[config.mk]
export PLATFORM = sky130hd
export DESIGN_NAME = ecs_regfile
export DESIGN_NICKNAME = d
export VERILOG_FILES = /design/src/ecs_pkg.sv /design/src/ecs_regfile.sv
export SDC_FILE = /design/constraint.sdc
export NUM_CORES = 1
export LEC_CHECK = 0
export BUFFER_PORTS_ARGS = -buffer_cell sky130_fd_sc_hd__buf_2
export CORE_MARGIN = 2
export CORE_UTILIZATION = 57
export DETAILED_ROUTE_END_ITERATION = 10
export HOLD_SLACK_MARGIN = 0.05
export PLACE_DENSITY = 0.81
export RECOVER_POWER = 25
export SYNTH_ARGS = -nofsm -noshare
export SYNTH_HDL_FRONTEND = slang
export SYNTH_SLANG_ARGS = --single-unit
[constraint.sdc]
create_clock -name clk_i -period 2.56 [get_ports clk_i]
set_input_delay 0.128 -clock clk_i [delete_from_list [all_inputs] [get_ports clk_i]]
set_output_delay 0.128 -clock clk_i [all_outputs]
set_load 0.005 [all_outputs]
[src/ecs_pkg.sv]
// ----------------------------------------------------------------------------
// ecs_pkg: shared types and constants for the eight-op CPU step unit
// Beat structs, opcode and ALU operation codes, instruction field positions.
// ----------------------------------------------------------------------------
package ecs_pkg;

  localparam int unsigned WORD_W   = 32;
  localparam int unsigned ADDR_W   = 16;
  localparam int unsigned REG_IDX_W = 3;
  localparam int unsigned OPC_W    = 3;
  localparam int unsigned OPC_LSB  = 22;
  localparam int unsigned REGA_LSB = 19;
  localparam int unsigned REGB_LSB = 16;
  localparam int unsigned OFF_W    = 16;
  localparam int unsigned NUM_REGS = 8;

  typedef enum logic [OPC_W-1:0] {
    OP_ADD  = 3'd0,
    OP_NOR  = 3'd1,
    OP_LW   = 3'd2,
    OP_SW   = 3'd3,
    OP_BEQ  = 3'd4,
    OP_JALR = 3'd5,
    OP_HALT = 3'd6,
    OP_NOOP = 3'd7
  } opcode_e;

  typedef enum logic {
    KIND_LOAD = 1'b0,
    KIND_STEP = 1'b1
  } kind_e;

  typedef enum logic {
    ALU_ADD = 1'b0,
    ALU_NOR = 1'b1
  } alu_op_e;

  typedef struct packed {
    logic                     kind;
    logic [ADDR_W-1:0]        load_address;
    logic signed [WORD_W-1:0] load_data;
  } in_t;

  typedef struct packed {
    logic [ADDR_W-1:0]        pc_now;
    logic                     halted;
    logic [OPC_W-1:0]         opcode_done;
    logic                     reg_write;
    logic [REG_IDX_W-1:0]     reg_index;
    logic signed [WORD_W-1:0] reg_value;
    logic                     mem_write;
    logic [ADDR_W-1:0]        mem_address;
    logic signed [WORD_W-1:0] mem_value;
    logic [WORD_W-1:0]        executed_count;
  } out_t;

endpackage

[src/ecs_regfile.sv]
// ----------------------------------------------------------------------------
// ecs_regfile: eight-entry general register file
// One read port, one write port; all registers clear on reset.
// ----------------------------------------------------------------------------
module ecs_regfile (
  input  logic                             clk_i,
  input  logic                             rst_ni,
  input  logic                             we_i,
  input  logic [ecs_pkg::REG_IDX_W-1:0]    waddr_i,
  input  logic [ecs_pkg::WORD_W-1:0]       wdata_i,
  input  logic [ecs_pkg::REG_IDX_W-1:0]    raddr_i,
  output logic [ecs_pkg::WORD_W-1:0]       rdata_o
);

  logic [ecs_pkg::WORD_W-1:0] regs_q [ecs_pkg::NUM_REGS];

  always_ff @(posedge clk_i or negedge rst_ni) begin
    if (!rst_ni) begin
      for (int i = 0; i < ecs_pkg::NUM_REGS; i++) begin
        regs_q[i] <= '0;
      end
    end else if (we_i) begin
      regs_q[waddr_i] <= wdata_i;
    end
  end

  assign rdata_o = regs_q[raddr_i];

endmodule

==> metrics.txt <==
# TYPE chip_impl_metric gauge
chip_impl_info{name="status",value="complete, no violations"} 1
chip_impl_metric{name="path_max_fanout",unit=""} 2
chip_impl_metric{name="synth_largest_type_area_fraction",unit=""} 0.550
chip_impl_metric{name="grt_pass1_wl",unit="um"} 39300
chip_impl_metric{name="worst-endpoint-arrival",unit="ns"} 1.84
chip_impl_info{name="layout_top_registers",value="regs_q x256"} 1
chip_impl_metric{name="drc",unit=""} 0
chip_impl_metric{name="globalRouteMet1Util",unit=""} 0.300
chip_impl_info{name="rsz0062_at_grt",value="no"} 1
chip_impl_metric{name="use_met3",unit=""} 0.0348
chip_impl_metric{name="grt_pass1_vias",unit=""} 7242
chip_impl_metric{name="synthSimpleGateAreaFrac",unit=""} 0.00742
chip_impl_metric{name="register_to_register_path_setup_slack",unit="ns"} 1.73
chip_impl_metric{name="die_area",unit="um^2"} 21600
chip_impl_metric{name="vdd_ir_drop_max",unit="V"} 0.000698
chip_impl_metric{name="mux_contribution_to_synthesized_area",unit=""} 0.415
chip_impl_metric{name="num-nets-final",unit=""} 814
chip_impl_metric{name="io_pins",unit=""} 73
chip_impl_metric{name="cts.htree.levels",unit=""} 1
chip_impl_metric{name="complex_gate_fraction_of_the_synthesized_area",unit=""} 0
chip_impl_metric{name="fin_ws",unit="ns"} 0.596
chip_impl_metric{name="synthesis.area_per_instance",unit="um^2"} 17.5
chip_impl_info{name="cts_tree",value="yes"} 1
chip_impl_metric{name="cts.clk_slew.worst_paths",unit="ns"} 0.06
chip_impl_metric{name="avgViaCountPerCell",unit=""} 6.02
chip_impl_info{name="worstHoldPathType",value="primary input to async pin"} 1
chip_impl_info{name="worst_setup_path_start_kind",value="register"} 1
chip_impl_metric{name="synth-warning-count",unit=""} 0
chip_impl_metric{name="fraction_of_layout_cells_with_a_size_suffix_above_1",unit=""} 0.549
chip_impl_metric{name="leakagePower",unit="uW"} 0.00590
chip_impl_metric{name="clkLatencyLatePin",unit="ns"} 0.52
chip_impl_metric{name="core_box_area",unit="um^2"} 20200
chip_impl_metric{name="synth_area",unit="um^2"} 11600
chip_impl_metric{name="fp-row-count",unit=""} 52
chip_impl_metric{name="syn2layout_area_growth",unit="%"} 15.9
chip_impl_info{name="end_kind",value="output port"} 1
chip_impl_metric{name="drtAntennaViolNets",unit=""} 0
chip_impl_metric{name="maxSlewViolCount",unit=""} 0
chip_impl_metric{name="die-width",unit="um"} 147
chip_impl_metric{name="total_inserted_antenna_cells",unit=""} 0
chip_impl_metric{name="ys_types",unit=""} 15
chip_impl_metric{name="largest_register_ffs",unit=""} 256
chip_impl_info{name="post-synth-top-area-cell",value="dfrtp_1"} 1
chip_impl_metric{name="grt_use_met2",unit=""} 0.419
chip_impl_metric{name="die_h",unit="um"} 147
chip_impl_metric{name="max_slew_margin",unit=""} 0.101
chip_impl_info{name="clockRootBuffer",value="clkbuf_16"} 1
chip_impl_metric{name="port-buffer-count",unit=""} 72
chip_impl_metric{name="start_util",unit=""} 0.577
chip_impl_info{name="synth_top_family_by_area",value="multiplexers"} 1
chip_impl_metric{name="hpwl",unit="um"} 14400
chip_impl_info{name="top_register",value="regs_q"} 1
chip_impl_metric{name="final_cells",unit=""} 1062
chip_impl_metric{name="pin_count_of_the_biggest_net_entering_global_routing",unit=""} 91
chip_impl_metric{name="finish_stage_setup_viols",unit=""} 0
chip_impl_metric{name="powerDensity",unit="nW/um^2"} 832
chip_impl_metric{name="synth.net_count",unit=""} 706
chip_impl_metric{name="fmax",unit="MHz"} 509
chip_impl_metric{name="antenna_violations_before_repair",unit=""} 0
chip_impl_metric{name="clock_sinks",unit=""} 256
chip_impl_metric{name="post-cts-setup-buffers",unit=""} 0
chip_impl_info{name="ys_top_cells_by_area",value="dfrtp_1 (55%), mux2_2 (27%), mux4_1 (9.0%), mux4_2 (4.6%), buf_2 (0.95%)"} 1
chip_impl_metric{name="tightest_slew",unit="ns"} 1.35
chip_impl_metric{name="hold_viol",unit=""} 0
chip_impl_metric{name="xor_xnor_share_of_the_synthesized_area",unit=""} 0
chip_impl_metric{name="via_count",unit=""} 6390
chip_impl_metric{name="max_cap_viol_count",unit=""} 0
chip_impl_metric{name="route.final.wire_length",unit="um"} 24500
chip_impl_metric{name="placedCellCount",unit=""} 981
chip_impl_info{name="criticalPathCategory",value="register to output port"} 1
chip_impl_metric{name="fin_worst_skew",unit="ns"} 0
chip_impl_metric{name="finalCriticalPeriod",unit="ns"} 1.96
chip_impl_metric{name="n_fill_cell",unit=""} 1346
chip_impl_metric{name="crit_required",unit="ns"} 2.43
chip_impl_metric{name="first_pass_iters",unit=""} 4
chip_impl_metric{name="routabilityCongestion",unit=""} 0.741
chip_impl_metric{name="synthCells",unit=""} 665
chip_impl_info{name="routing_layer_with_the_top_usage_in_global_route",value="met2"} 1
chip_impl_metric{name="aggregate_global_route_resource_usage",unit=""} 0.234
chip_impl_metric{name="timing.final.crit_share",unit=""} 0.767
chip_impl_metric{name="dp_slack",unit="ns"} 0.704
chip_impl_metric{name="cts_made_buffers",unit=""} 27
chip_impl_metric{name="synth_fa_ha_area_frac",unit=""} 0
chip_impl_metric{name="globalRouteOverflowTotal",unit=""} 0
chip_impl_metric{name="routed_wire_length_per_instance",unit="um"} 23.1
chip_impl_metric{name="sequential_area_share_after_synthesis",unit=""} 0.550
chip_impl_metric{name="tns",unit="ns"} 0
chip_impl_metric{name="buffers_from_clock_root_to_sink_at_most",unit=""} 3
chip_impl_metric{name="dr.first_iter.drc_count",unit=""} 324
chip_impl_metric{name="postSynthRegisterBits",unit=""} 256
## critical path, stage by stage (launching register included)
cell and delay [ns]:
dfrtp_1 0.40, mux4_1 0.50, mux2_2 0.29, buf_2 0.13
## final timing paths
| check | start | endpoint | cells past startpoint |
|---|---|---|---|
| setup / recovery | regs_q[99] | rdata_o[3] | 3 |
| hold / removal | rst_ni | regs_q[224] | 2 |
| setup reg to reg | regs_q[112] | regs_q[112] | 1 |
| hold reg to reg | regs_q[115] | regs_q[115] | 1 |
| max in group asynchronous | rst_ni | regs_q[213] | 3 |
| min in group clk_i | waddr_i[1] | regs_q[195] | 4 |
## Yosys cell counts (all sizes together)
cell and n:
nand4b 3, mux2 288, nor4bb 3, nor4b 1
nand4 1, dfrtp 256, clkbuf 5, buf 44
mux4 64
## layer usage
layer	vias up	wire length, um
li1	2759	-
met2	146	12800
met5	-	0
met4	0	493
met1	3437	10100
met3	48	1130
## logic make-up (layout without fill, tap and decap cells)
logic type,Yosys count,after routing
multiplexers,352,352
flip-flops,256,256
AND/OR/NAND/NOR,8,8
buffers and inverters,49,176
## what timing repair did
action	4_1_cts	5_1_grt
hold buffers	33	0
hold endpoints to repair	340	0
gates resized for setup	0	0
## power by group
group | internal [uW] | switching (uW)
registers | 4940 | 443
clock network | 2280 | 1510
logic | 1340 | 719
## per-stage QoR
| step | hold slack [ns] | total power [uW] | util | instance area [um^2] |
|---|---|---|---|---|
| 6_report | 0.203 | 11200 | 0.669 | 13500 |
| 5_1_grt | 0.290 | 11700 | 0.669 | 13500 |
| 4_1_cts | 0.247 | 11300 | 0.671 | 13500 |
| 3_5_place_dp | 0.195 | 7480 | 0.611 | 12300 |
| 3_3_place_gp | 0.174 | 7250 | 0.611 | 12300 |
| 2_1_floorplan | -0.168 | 6750 | - | 11600 |
## cell usage in the layout (no fill, tap or decap)
cell | synthesis | final
nand4b_1 | 3 | 3
bufinv_16 | 0 | 2
buf_8 | 0 | 1
clkbuf_16 | 0 | 27
buf_2 | 22 | 69
clkbuf_1 | 2 | 14
buf_4 | 12 | 13
nand4_1 | 1 | 1
mux2_2 | 279 | 279
mux4_1 | 40 | 40
mux4_2 | 24 | 24
dfrtp_1 | 256 | 256
dlygate4sd3_1 | 0 | 33
mux2_1 | 9 | 9
clkinv_2 | 0 | 6
clkbuf_8 | 0 | 5
buf_12 | 0 | 6
nor4bb_4 | 0 | 3
nor4b_1 | 0 | 1
## area by class of cell
class / instances / area (um^2) / share of cell area
clock buffer: 40 / 774 / 0.0574
timing repair buffer: 128 / 931 / 0.0690
clock inverter: 8 / 90.1 / 0.00668
tap: 270 / 338 / 0.0250
multi-input combinational: 360 / 4950 / 0.367
sequential: 256 / 6410 / 0.475
(Power assumes the default switching activity.)
