`config.mk`:
```
export PLATFORM = sky130hd
export DESIGN_NAME = ecs_alu
export DESIGN_NICKNAME = d
export VERILOG_FILES = /design/src/ecs_pkg.sv /design/src/ecs_alu.sv
export SDC_FILE = /design/constraint.sdc
export NUM_CORES = 1
export LEC_CHECK = 0
export ABC_AREA = 1
export BUFFER_PORTS_ARGS = -buffer_cell sky130_fd_sc_hd__buf_4
export CORE_MARGIN = 8
export CORE_UTILIZATION = 56
export DETAILED_ROUTE_END_ITERATION = 6
export PLACE_DENSITY = 0.89
export SETUP_SLACK_MARGIN = 0.1
export SLEW_MARGIN = 20
export SYNTH_ARGS = -nofsm -noshare
export SYNTH_HDL_FRONTEND = slang
export SYNTH_SLANG_ARGS = --single-unit
```
`constraint.sdc`:
```
create_clock -name vclk -period 1.7
set_input_delay 0 -clock vclk [all_inputs]
set_output_delay 0 -clock vclk [all_outputs]
set_load 0.05 [all_outputs]
```
`src/ecs_pkg.sv`:
```
// ----------------------------------------------------------------------------
// ecs_pkg: shared types and constants for the eight-op CPU step unit
// Beat structs, opcode and ALU operation codes, instruction field positions.
// ----------------------------------------------------------------------------
package ecs_pkg;

  localparam int unsigned WORD_W   = 32;
  localparam int unsigned ADDR_W   = 16;
  localparam int unsigned REG_IDX_W = 3;
  localparam int unsigned OPC_W    = 3;
  localparam int unsigned OPC_LSB  = 22;
  localparam int unsigned REGA_LSB = 19;
  localparam int unsigned REGB_LSB = 16;
  localparam int unsigned OFF_W    = 16;
  localparam int unsigned NUM_REGS = 8;

  typedef enum logic [OPC_W-1:0] {
    OP_ADD  = 3'd0,
    OP_NOR  = 3'd1,
    OP_LW   = 3'd2,
    OP_SW   = 3'd3,
    OP_BEQ  = 3'd4,
    OP_JALR = 3'd5,
    OP_HALT = 3'd6,
    OP_NOOP = 3'd7
  } opcode_e;

  typedef enum logic {
    KIND_LOAD = 1'b0,
    KIND_STEP = 1'b1
  } kind_e;

  typedef enum logic {
    ALU_ADD = 1'b0,
    ALU_NOR = 1'b1
  } alu_op_e;

  typedef struct packed {
    logic                     kind;
    logic [ADDR_W-1:0]        load_address;
    logic signed [WORD_W-1:0] load_data;
  } in_t;

  typedef struct packed {
    logic [ADDR_W-1:0]        pc_now;
    logic                     halted;
    logic [OPC_W-1:0]         opcode_done;
    logic                     reg_write;
    logic [REG_IDX_W-1:0]     reg_index;
    logic signed [WORD_W-1:0] reg_value;
    logic                     mem_write;
    logic [ADDR_W-1:0]        mem_address;
    logic signed [WORD_W-1:0] mem_value;
    logic [WORD_W-1:0]        executed_count;
  } out_t;

endpackage

```
`src/ecs_alu.sv`:
```
// ----------------------------------------------------------------------------
// ecs_alu: shared arithmetic unit
// 32-bit add or nor, plus an equality flag on the same operands.
// ----------------------------------------------------------------------------
module ecs_alu (
  input  ecs_pkg::alu_op_e           op_i,
  input  logic [ecs_pkg::WORD_W-1:0] x_i,
  input  logic [ecs_pkg::WORD_W-1:0] y_i,
  output logic [ecs_pkg::WORD_W-1:0] res_o,
  output logic                       eq_o
);

  always_comb begin
    unique case (op_i)
      ecs_pkg::ALU_ADD: res_o = x_i + y_i;
      ecs_pkg::ALU_NOR: res_o = ~(x_i | y_i);
      default:          res_o = x_i + y_i;
    endcase
  end

  assign eq_o = (x_i == y_i);

endmodule

```
==> impl_metrics.yaml, run 1 <==
status:
  status: "stopped before the end"
  haltStage: "global routing (5_1_grt)"
  firstError: "[ERROR DPL-0033] detailed placement checks failed during check placement."
placement:
  placed_area_um2: 4490
  hpwlAfterDp_mm: 9.80
  port_buffers: 98
  gp_congestion: 0.921
synth:
  syn_area_um2: 3420
  synth_warnings: 0
  ys_types: 24
  syn-instance-count: 694
  ys_seq_area_share_pct: 0
  synth_nets: 823
  syn_avg_cell_area_um2: 4.93
floorplanning:
  pin_count: 98
  fp.dieW_um: 94.2
  initial_utilization_pct: 57.8
  row_count: 28
  die_h_um: 94.2
timing:
  endpoint_type: "top-level output"
  grt_worst_setup_endpoint: "res_o[16]"
clock_tree:
  cts_hold_buf: 0
global_route:
  antenna_found_initial: 0
  grt_max_degree: 25
[kinds of logic after synthesis]
family	synth area share [%]
simple gates	48.3
buf+inv	20.3
fa+ha+maj	23.6
xor+xnor	2.05
compound gates	5.70
[cell usage after synthesis]
master | n | share of area (%)
inv_1 | 175 | 19
fa_1 | 1 | 0.59
o21ai_1 | 6 | 0.88
nand4_1 | 5 | 0.91
o21bai_1 | 3 | 0.66
nor4_1 | 8 | 1.5
nor3_1 | 3 | 0.44
a21oi_1 | 22 | 3.2
nand2_1 | 284 | 31
nand3_1 | 47 | 6.9
and2_1 | 1 | 0.18
nor3_2 | 1 | 0.29
clkbuf_1 | 5 | 0.55
buf_2 | 3 | 0.44
o21ai_0 | 5 | 0.73
nand3b_1 | 4 | 0.88
xnor2_1 | 8 | 2.0
nand3_2 | 2 | 0.59
or2_2 | 4 | 0.73
nand2_2 | 3 | 0.55
ha_1 | 63 | 23
nor2_1 | 39 | 4.3
a21o_1 | 1 | 0.22
inv_2 | 1 | 0.11
[through the flow]
step           setup WS [ns]  hold WS [ns]  cells
2_1_floorplan         0.0609         0.389    694
3_3_place_gp          -0.134         0.493    889
3_5_place_dp          -0.209         0.499    889
4_1_cts               0.0664         0.487    890
[what timing repair did]
item                       CTS
pin swaps                   12
buffers inserted             1
gates resized for setup     72
setup endpoints to repair   27
==> run 2, diff against run 1 <==
--- a/config.mk
+++ b/config.mk
@@ -8,10 +8,9 @@
 export ABC_AREA = 1
 export BUFFER_PORTS_ARGS = -buffer_cell sky130_fd_sc_hd__buf_4
 export CORE_MARGIN = 8
-export CORE_UTILIZATION = 56
+export CORE_UTILIZATION = 40
 export DETAILED_ROUTE_END_ITERATION = 6
-export PLACE_DENSITY = 0.89
-export SETUP_SLACK_MARGIN = 0.1
+export PLACE_DENSITY_LB_ADDON = 0.15
 export SLEW_MARGIN = 20
 export SYNTH_ARGS = -nofsm -noshare
 export SYNTH_HDL_FRONTEND = slang
==> run 2 against run 1 <==
Compared with the run above:
- the flow now finishes without violations
- area after synthesis stayed put
- synthesized cell count stayed put
==> impl_metrics.yaml, run 2 <==
power_and_ir_drop:
  pwr_density_cell_nw_per_um2: 404
  power_w: 0.00215
  p_int_w: 0.000871
  p_seq_share_pct: 0
  pwr-share-comb_pct: 100.0
  p_leak_nw: 3.26
  p_switching_w: 0.00128
  vdd_ir_drop_max_mv: 0.245
  power_frac_clock_pct: 0
  switching_share_pct: 59.6
synth:
  synthTopCellsByCount: "nand2_1, inv_1, ha_1"
  netlist_top_cells_area: "nand2_1, ha_1, inv_1"
  ys_seq_area_share_pct: 0
  ys_types: 24
  syn_area_um2: 3420
  synth_nets: 823
  yosysTopAreaCell: "nand2_1"
  synth_warnings: 0
  yosysTopAreaCellShare_pct: 31.2
  syn_avg_cell_area_um2: 4.93
  yosysMostFrequentCell: "nand2_1"
  syn-instance-count: 694
critical_path:
  crit_chain: "buf_4 -> inv_1 -> ha_1 -> buf_4 -> nor4_1 -> nand4_1 -> nor2_1 -> buf_4"
  cpMostUsedCell: "buf_4"
  cp_slowest_cell: "nor4_1"
  crit_path_start_kind: "primary input"
  worstPathArrival_ns: 1.69
  worst-path-max-fanout: 4
  worst-setup-path-type: "in2out"
  required_ns: 1.70
  cpPeakStageDelay_ns: 0.44
  path_buf_inv: 4
  cp_top_family: "simple AND/OR/NAND/NOR gates"
  worstSetupEndpointType: "primary output"
detailed_routing:
  wl_per_cell_um: 12.6
  wl_met1_mm: 5.74
  final_antenna_net_count: 0
  wl_met2_mm: 5.68
  firstDrtPassIters: 4
  wirelength_mm: 11.9
  drc: 0
  num_vias: 4365
  drtIter0Drc: 160
  wl_met3_um: 491
  viasPerCell: 4.61
  highest_layer: "met4"
floorplanning:
  pin_count: 98
  fp.coreArea_um2: 8260
  initial_utilization_pct: 41.4
  fp.dieW_um: 108
  die_h_um: 108
  dieArea_um2: 11800
  row_count: 33
finish:
  area_delta_synth_final_pct: 55.7
  nets: 972
  n_fill_cell: 825
  seq_cell_count: 0
  antennaDiodeCount: 0
  regArea_um2: 0
  final_common_cell: "nand2_1"
  layout_common_cells: "nand2_1, inv_1, buf_4, nand3_1, ha_1"
  multi_input_area_um2: 3270
  n_clock_buffer: 0
  fin_util_pct: 64.5
  drive_above_1_share_pct: 33.4
  finalInstanceArea_um2: 5330
global_route:
  grt_max_degree: 27
  grt.overflow.total: 0
  grt_pass1_wl_mm: 19.0
  grt_pass1_vias: 4180
  antenna_found_initial: 0
  grt.total_usage_pct: 19.3
placement:
  port_buffers: 98
  hpwlAfterDp_mm: 9.93
  placed_area_um2: 4700
  gp_congestion: 0.887
timing:
  setup_viol: 0
  holdWs_ns: 0.476
  tightest_slew_ns: 0.505
  slew_violations: 0
  rsz0062_at_grt: "true"
  slew_headroom_pct: 66.0
  period_share_pct: 99.2
  final_hold_viol_count: 0
  tns_ns: 0
  finalCriticalPeriod_ns: 1.69
  fmax_mhz: 593
job:
  maxCapViolations: 0
status:
  status: "finished, final reports clean"
worst_hold_path:
  hold_path_class: "in2out"
==> run 2: cells by family (layout without fill, tap and decap cells) <==
group / Yosys count / count (layout) / share of synthesized area, %
and+or+nand+nor: 401 / 401 / 48.3
xor gates and xnor gates: 8 / 8 / 2.05
adders and majority gates: 64 / 64 / 23.6
AOI/OAI and AO/OA: 37 / 37 / 5.70
buffers and inverters: 184 / 331 / 20.3
==> run 2: cell type report <==
| cell class | count | share of cell area, % |
|---|---|---|
| Multi-Input combinational cell | 510 | 61.3 |
| Timing Repair Buffer | 155 | 23.8 |
| Inverter | 176 | 12.4 |
| Tap cell | 105 | 2.47 |
==> run 2: what timing repair did <==
| item | in CTS | in global routing |
|---|---|---|
| hold buffers | 0 | 0 |
| endpoints found under the setup margin | 22 | 26 |
| resized for setup | 37 | 117 |
| pin swaps | 7 | 21 |
| endpoints found under the hold margin | 0 | 0 |
| setup buffers | 1 | 0 |
==> run 2: final timing paths <==
kind	from	depth (start not counted)	end	slack, ns
worst max-delay path	x_i[17]	8	eq_o	0.01
worst min-delay path	op_i	4	res_o[29]	0.48
==> run 2: per-layer routing <==
| metal | vias to the layer above | global-route usage, % |
|---|---|---|
| li1 | 2363 | - |
| met3 | 4 | 1.19 |
| met2 | 80 | 34.5 |
| met4 | 0 | 0.782 |
| met5 | - | 0 |
| met1 | 1918 | 25.8 |
==> run 2: power by group through the flow <==
stage	Sequential (W)	Clock, W	Combinational [W]
after detailed placement	0	0	0.00187
after global routing	0	0	0.00235
after floorplan	0	0	0.00117
after global placement	0	0	0.00185
final	0	0	0.00215
after CTS	0	0	0.00196
==> run 2: stage by stage <==
stage / setup slack, ns / instances
3_3_place_gp: -0.195 / 945
6_report: 0.0143 / 946
5_1_grt: -0.0421 / 946
4_1_cts: -0.00283 / 946
2_1_floorplan: -0.192 / 694
3_5_place_dp: -0.201 / 945
(Power assumes the default switching activity.)
==> run 3, diff against run 2 <==
==> constraint.sdc (replaced) <==
create_clock -name vclk -period 2.1
set_input_delay 0 -clock vclk [all_inputs]
set_output_delay 0 -clock vclk [all_outputs]
set_load 0.05 [all_outputs]
==> run 3 against run 2 <==
Compared with the run above:
- sequential cell count unchanged
- routed wire length decreased by 6.2%
- die area unchanged
- worst setup slack improved by 0.12 ns
- via count decreased by 5.2%
- utilization decreased by 13 points
- non-clock buffer count decreased by 56
- largest cell class unchanged
- count of clock-buffer cells in the layout unchanged
- combinational power decreased by 36%
- critical path type unchanged
- final area decreased by 20%
- critical path depth increased by 6
==> impl_metrics.yaml, run 3 (synthesis gave the netlist of run 2 again) <==
power_and_ir_drop:
  p_seq_share_pct: 0
  p_leak_nw: 2.91
  pwr_density_cell_nw_per_um2: 323
  power_frac_clock_pct: 0
  switching_share_pct: 66.2
  vdd_ir_drop_max_mv: 0.195
  power_w: 0.00138
  pwr-share-comb_pct: 100.0
  p_switching_w: 0.000913
  p_int_w: 0.000466
finish:
  layout_common_cells: "nand2_1, inv_1, buf_4, ha_1, nand3_1"
  seq_cell_count: 0
  area_delta_synth_final_pct: 24.9
  antennaDiodeCount: 0
  nets: 916
  final_common_cell: "nand2_1"
  regArea_um2: 0
  drive_above_1_share_pct: 14.4
  n_clock_buffer: 0
  final_cells: 890
status:
  status: "finished, final reports clean"
timing:
  final_hold_viol_count: 0
  setup_viol: 0
  slew_headroom_pct: 39.2
  finalCriticalPeriod_ns: 1.97
  tightest_slew_ns: 0.911
  slew_violations: 0
  rsz0062_at_grt: "false"
  tns_ns: 0
  fmax_mhz: 508
  period_share_pct: 93.8
floorplanning:
  dieArea_um2: 11800
  fp.dieW_um: 108
  pin_count: 98
  fp.coreArea_um2: 8260
  row_count: 33
  die_h_um: 108
  initial_utilization_pct: 41.4
detailed_routing:
  drtIter0Drc: 224
  firstDrtPassIters: 4
  num_vias: 4140
  drc: 0
  viasPerCell: 4.65
  wl_per_cell_um: 12.6
  final_antenna_net_count: 0
  wirelength_mm: 11.2
job:
  maxCapViolations: 0
worst_hold_path:
  hold_path_class: "in2out"
placement:
  gp_congestion: 0.926
  place_inst: 890
  hpwlAfterDp_mm: 9.78
  port_buffers: 98
critical_path:
  required_ns: 2.10
  worst-path-max-fanout: 4
  worstPathArrival_ns: 1.97
  worstSetupEndpointType: "primary output"
  crit_path_start_kind: "primary input"
  worst-setup-path-type: "in2out"
global_route:
  grt.overflow.total: 0
  grt_pass1_vias: 3910
  grt.total_usage_pct: 18.7
  grt_max_degree: 44
  antenna_found_initial: 0
  grt_pass1_wl_mm: 18.4
clock_tree:
  cts_setup_buffers: 0
[run 3: cell count changes in the layout (fill, tap and decap cells not counted), sizes merged]
cell	before	now
buf	155	99
[run 3: layer usage]
metal / global-route usage (%) / wire, µm
met2: 32.5 / 5120
met4: 0.0978 / 0
met3: 1.07 / 629
met1: 26.1 / 5450
met5: 0 / 0
[run 3: final timing paths]
check / start / endpoint / slack [ns] / depth (start not counted)
worst max-delay path: x_i[0] / res_o[30] / 0.13 / 14
worst min-delay path: y_i[1] / res_o[1] / 0.55 / 5
[run 3: worst max-delay path, stage by stage]
cell,delay [ns]
buf_4,0.12
ha_1,0.23
fa_1,0.39
buf_4,0.16
nand2_1,0.06
nand3_1,0.11
nand2_1,0.10
nand2_1,0.16
nand2_1,0.16
nand2_1,0.06
nand2_1,0.06
nand3_1,0.06
nand2_1,0.09
buf_4,0.19
[run 3: power groups by stage]
stage                     clock network, W  logic, W  registers [W]
after floorplan                          0  0.000941              0
after global placement                   0   0.00137              0
after detailed placement                 0   0.00137              0
after CTS                                0   0.00138              0
after global routing                     0   0.00152              0
final                                    0   0.00138              0
[run 3: stage by stage]
stage	instance area (µm²)	hold WS, ns	util, %	setup WS [ns]
global placement	4260	0.549	51.6	0.181
global route	4270	0.584	51.7	0.0108
detailed placement	4260	0.554	51.6	0.132
floorplan	3420	0.441	-	0.0519
CTS	4260	0.554	51.6	0.130
finish	4270	0.550	51.7	0.130
[run 3: layout make-up]
class              count  area, µm²
repair buffers        99        743
well taps            105        131
fillers              948       3990
inverters            176        661
multi-input cells    510       2740
[run 3: timing repair]
action | 4_1_cts | 5_1_grt
hold endpoints to repair | 0 | 0
gates resized for setup | 0 | 3
hold buffers | 0 | 0
setup endpoints to repair | 0 | 4
==> run 4, diff against run 3 <==
--- a/config.mk
+++ b/config.mk
@@ -7,7 +7,7 @@
 export LEC_CHECK = 0
 export ABC_AREA = 1
 export BUFFER_PORTS_ARGS = -buffer_cell sky130_fd_sc_hd__buf_4
-export CORE_MARGIN = 8
+export CORE_MARGIN = 2
 export CORE_UTILIZATION = 40
 export DETAILED_ROUTE_END_ITERATION = 6
 export PLACE_DENSITY_LB_ADDON = 0.15
==> run 4 against run 3 <==
Compared with the run above:
- combinational power about the same
- worst setup slack gained 0.060 ns
- die area is 21% lower
- critical path depth is 1 lower
- final cell count stayed put
- utilization did not move
- sequential share of layout area is the same
- critical path type unchanged
- hold slack worse by 0.0012 ns
==> impl_metrics.yaml, run 4 (synthesis gave the netlist of run 2 again) <==
finish:
  seq_cell_count: 0
  nets: 916
  layout_common_cells: "nand2_1, inv_1, buf_4, ha_1, nand3_1"
  area_delta_synth_final_pct: 24.9
  antennaDiodeCount: 0
  finalInstanceArea_um2: 4270
  regArea_um2: 0
  drive_above_1_share_pct: 14.4
  n_clock_buffer: 0
  final_cells: 890
  final_common_cell: "nand2_1"
detailed_routing:
  wirelength_mm: 10.2
  viasPerCell: 4.66
  drtIter0Drc: 191
  wl_per_cell_um: 11.5
  final_antenna_net_count: 0
  drc: 0
  firstDrtPassIters: 5
  num_vias: 4150
critical_path:
  worst-setup-path-type: "in2out"
  crit_chain: "buf_4 -> ha_1 -> fa_1 -> nand3_1 -> nand3_1 -> nand3_1 -> nand3_2 -> nand2_1 -> nand2_1 -> nand2_1 -> nand3_1 -> nand2_1 -> buf_4"
  worst-path-max-fanout: 4
  cp_slowest_cell: "fa_1"
  crit_path_start_kind: "primary input"
  worstSetupEndpointType: "primary output"
  required_ns: 2.10
  worstPathArrival_ns: 1.91
  cp_top_family: "simple AND/OR/NAND/NOR gates"
  path_buf_inv: 2
  cpPeakStageDelay_ns: 0.39
power_and_ir_drop:
  p_switching_w: 0.000900
  p_seq_share_pct: 0
  pwr_density_cell_nw_per_um2: 320
  pwr-share-comb_pct: 100.0
  vdd_ir_drop_max_mv: 0.159
  p_leak_nw: 2.91
  power_frac_clock_pct: 0
  switching_share_pct: 65.9
  p_int_w: 0.000465
global_route:
  antenna_found_initial: 0
  grt.total_usage_pct: 22.2
  grt.overflow.total: 0
  grt_pass1_vias: 3677
  grt_max_degree: 44
  grt_pass1_wl_mm: 16.7
placement:
  hpwlAfterDp_mm: 8.77
  pre_cts_ws_ns: 0.139
  port_buffers: 98
  place_inst: 890
  placed_area_um2: 4260
  gp_congestion: 0.941
floorplanning:
  initial_utilization_pct: 41.4
  die_h_um: 96.5
  row_count: 33
  fp.coreArea_um2: 8260
  dieArea_um2: 9310
  pin_count: 98
  fp.dieW_um: 96.5
timing:
  setup_viol: 0
  final_hold_viol_count: 0
  worst_slack_ns: 0.191
  tightest_slew_ns: 0.864
  tns_ns: 0
  rsz0062_at_grt: "false"
  finalCriticalPeriod_ns: 1.91
  slew_headroom_pct: 42.4
  slew_violations: 0
  fmax_mhz: 524
  period_share_pct: 90.9
status:
  status: "finished, final reports clean"
job:
  maxCapViolations: 0
worst_hold_path:
  hold_path_class: "in2out"
clock_tree:
  cts_setup_buffers: 0
-- run 4: cell counts in the layout (fill, tap and decap cells not counted) --
No cell type changed its count.
-- run 4: cell type report --
class	count	area [µm²]
Timing Repair Buffer	99	743
Tap cell	105	131
Fill cell	956	3990
Inverter	176	661
Multi-Input combinational cell	510	2740
-- run 4: worst paths after layout --
kind | depth (start not counted) | startpoint | endpoint | slack [ns]
max | 13 | x_i[0] | res_o[28] | 0.19
min | 5 | y_i[1] | res_o[1] | 0.55
-- run 4: power groups by stage --
stage               registers [W]  clock network (W)  logic, W
floorplan                       0                  0  0.000941
global placement                0                  0   0.00135
detailed placement              0                  0   0.00136
CTS                             0                  0   0.00136
global route                    0                  0   0.00151
finish                          0                  0   0.00137
-- run 4: tightest hold or removal path: stages --
cell	delay [ns]
buf_4	0.10
fa_1	0.15
nand2_1	0.05
nand2_1	0.06
buf_4	0.19
-- run 4: metal layers --
layer | track usage [%] | vias up | routed length, µm
li1 | - | 2249 | -
met1 | 32.1 | 1773 | 5000
met2 | 37.8 | 122 | 4480
met3 | 0.233 | 6 | 596
met4 | 3.05 | 0 | 119
met5 | 0 | - | 0
-- run 4: repair_timing --
item,CTS,global route
resized for setup,0,3
endpoints found under the setup margin,0,3
hold buffers,0,0
-- run 4: metrics by stage --
| step | total power (W) | hold WS (ns) | util (%) |
|---|---|---|---|
| 6_report | 0.00137 | 0.548 | 51.7 |
| 5_1_grt | 0.00151 | 0.591 | 51.7 |
| 2_1_floorplan | 0.000941 | 0.441 | - |
| 3_5_place_dp | 0.00136 | 0.545 | 51.6 |
| 4_1_cts | 0.00136 | 0.545 | 51.6 |
| 3_3_place_gp | 0.00135 | 0.548 | 51.6 |
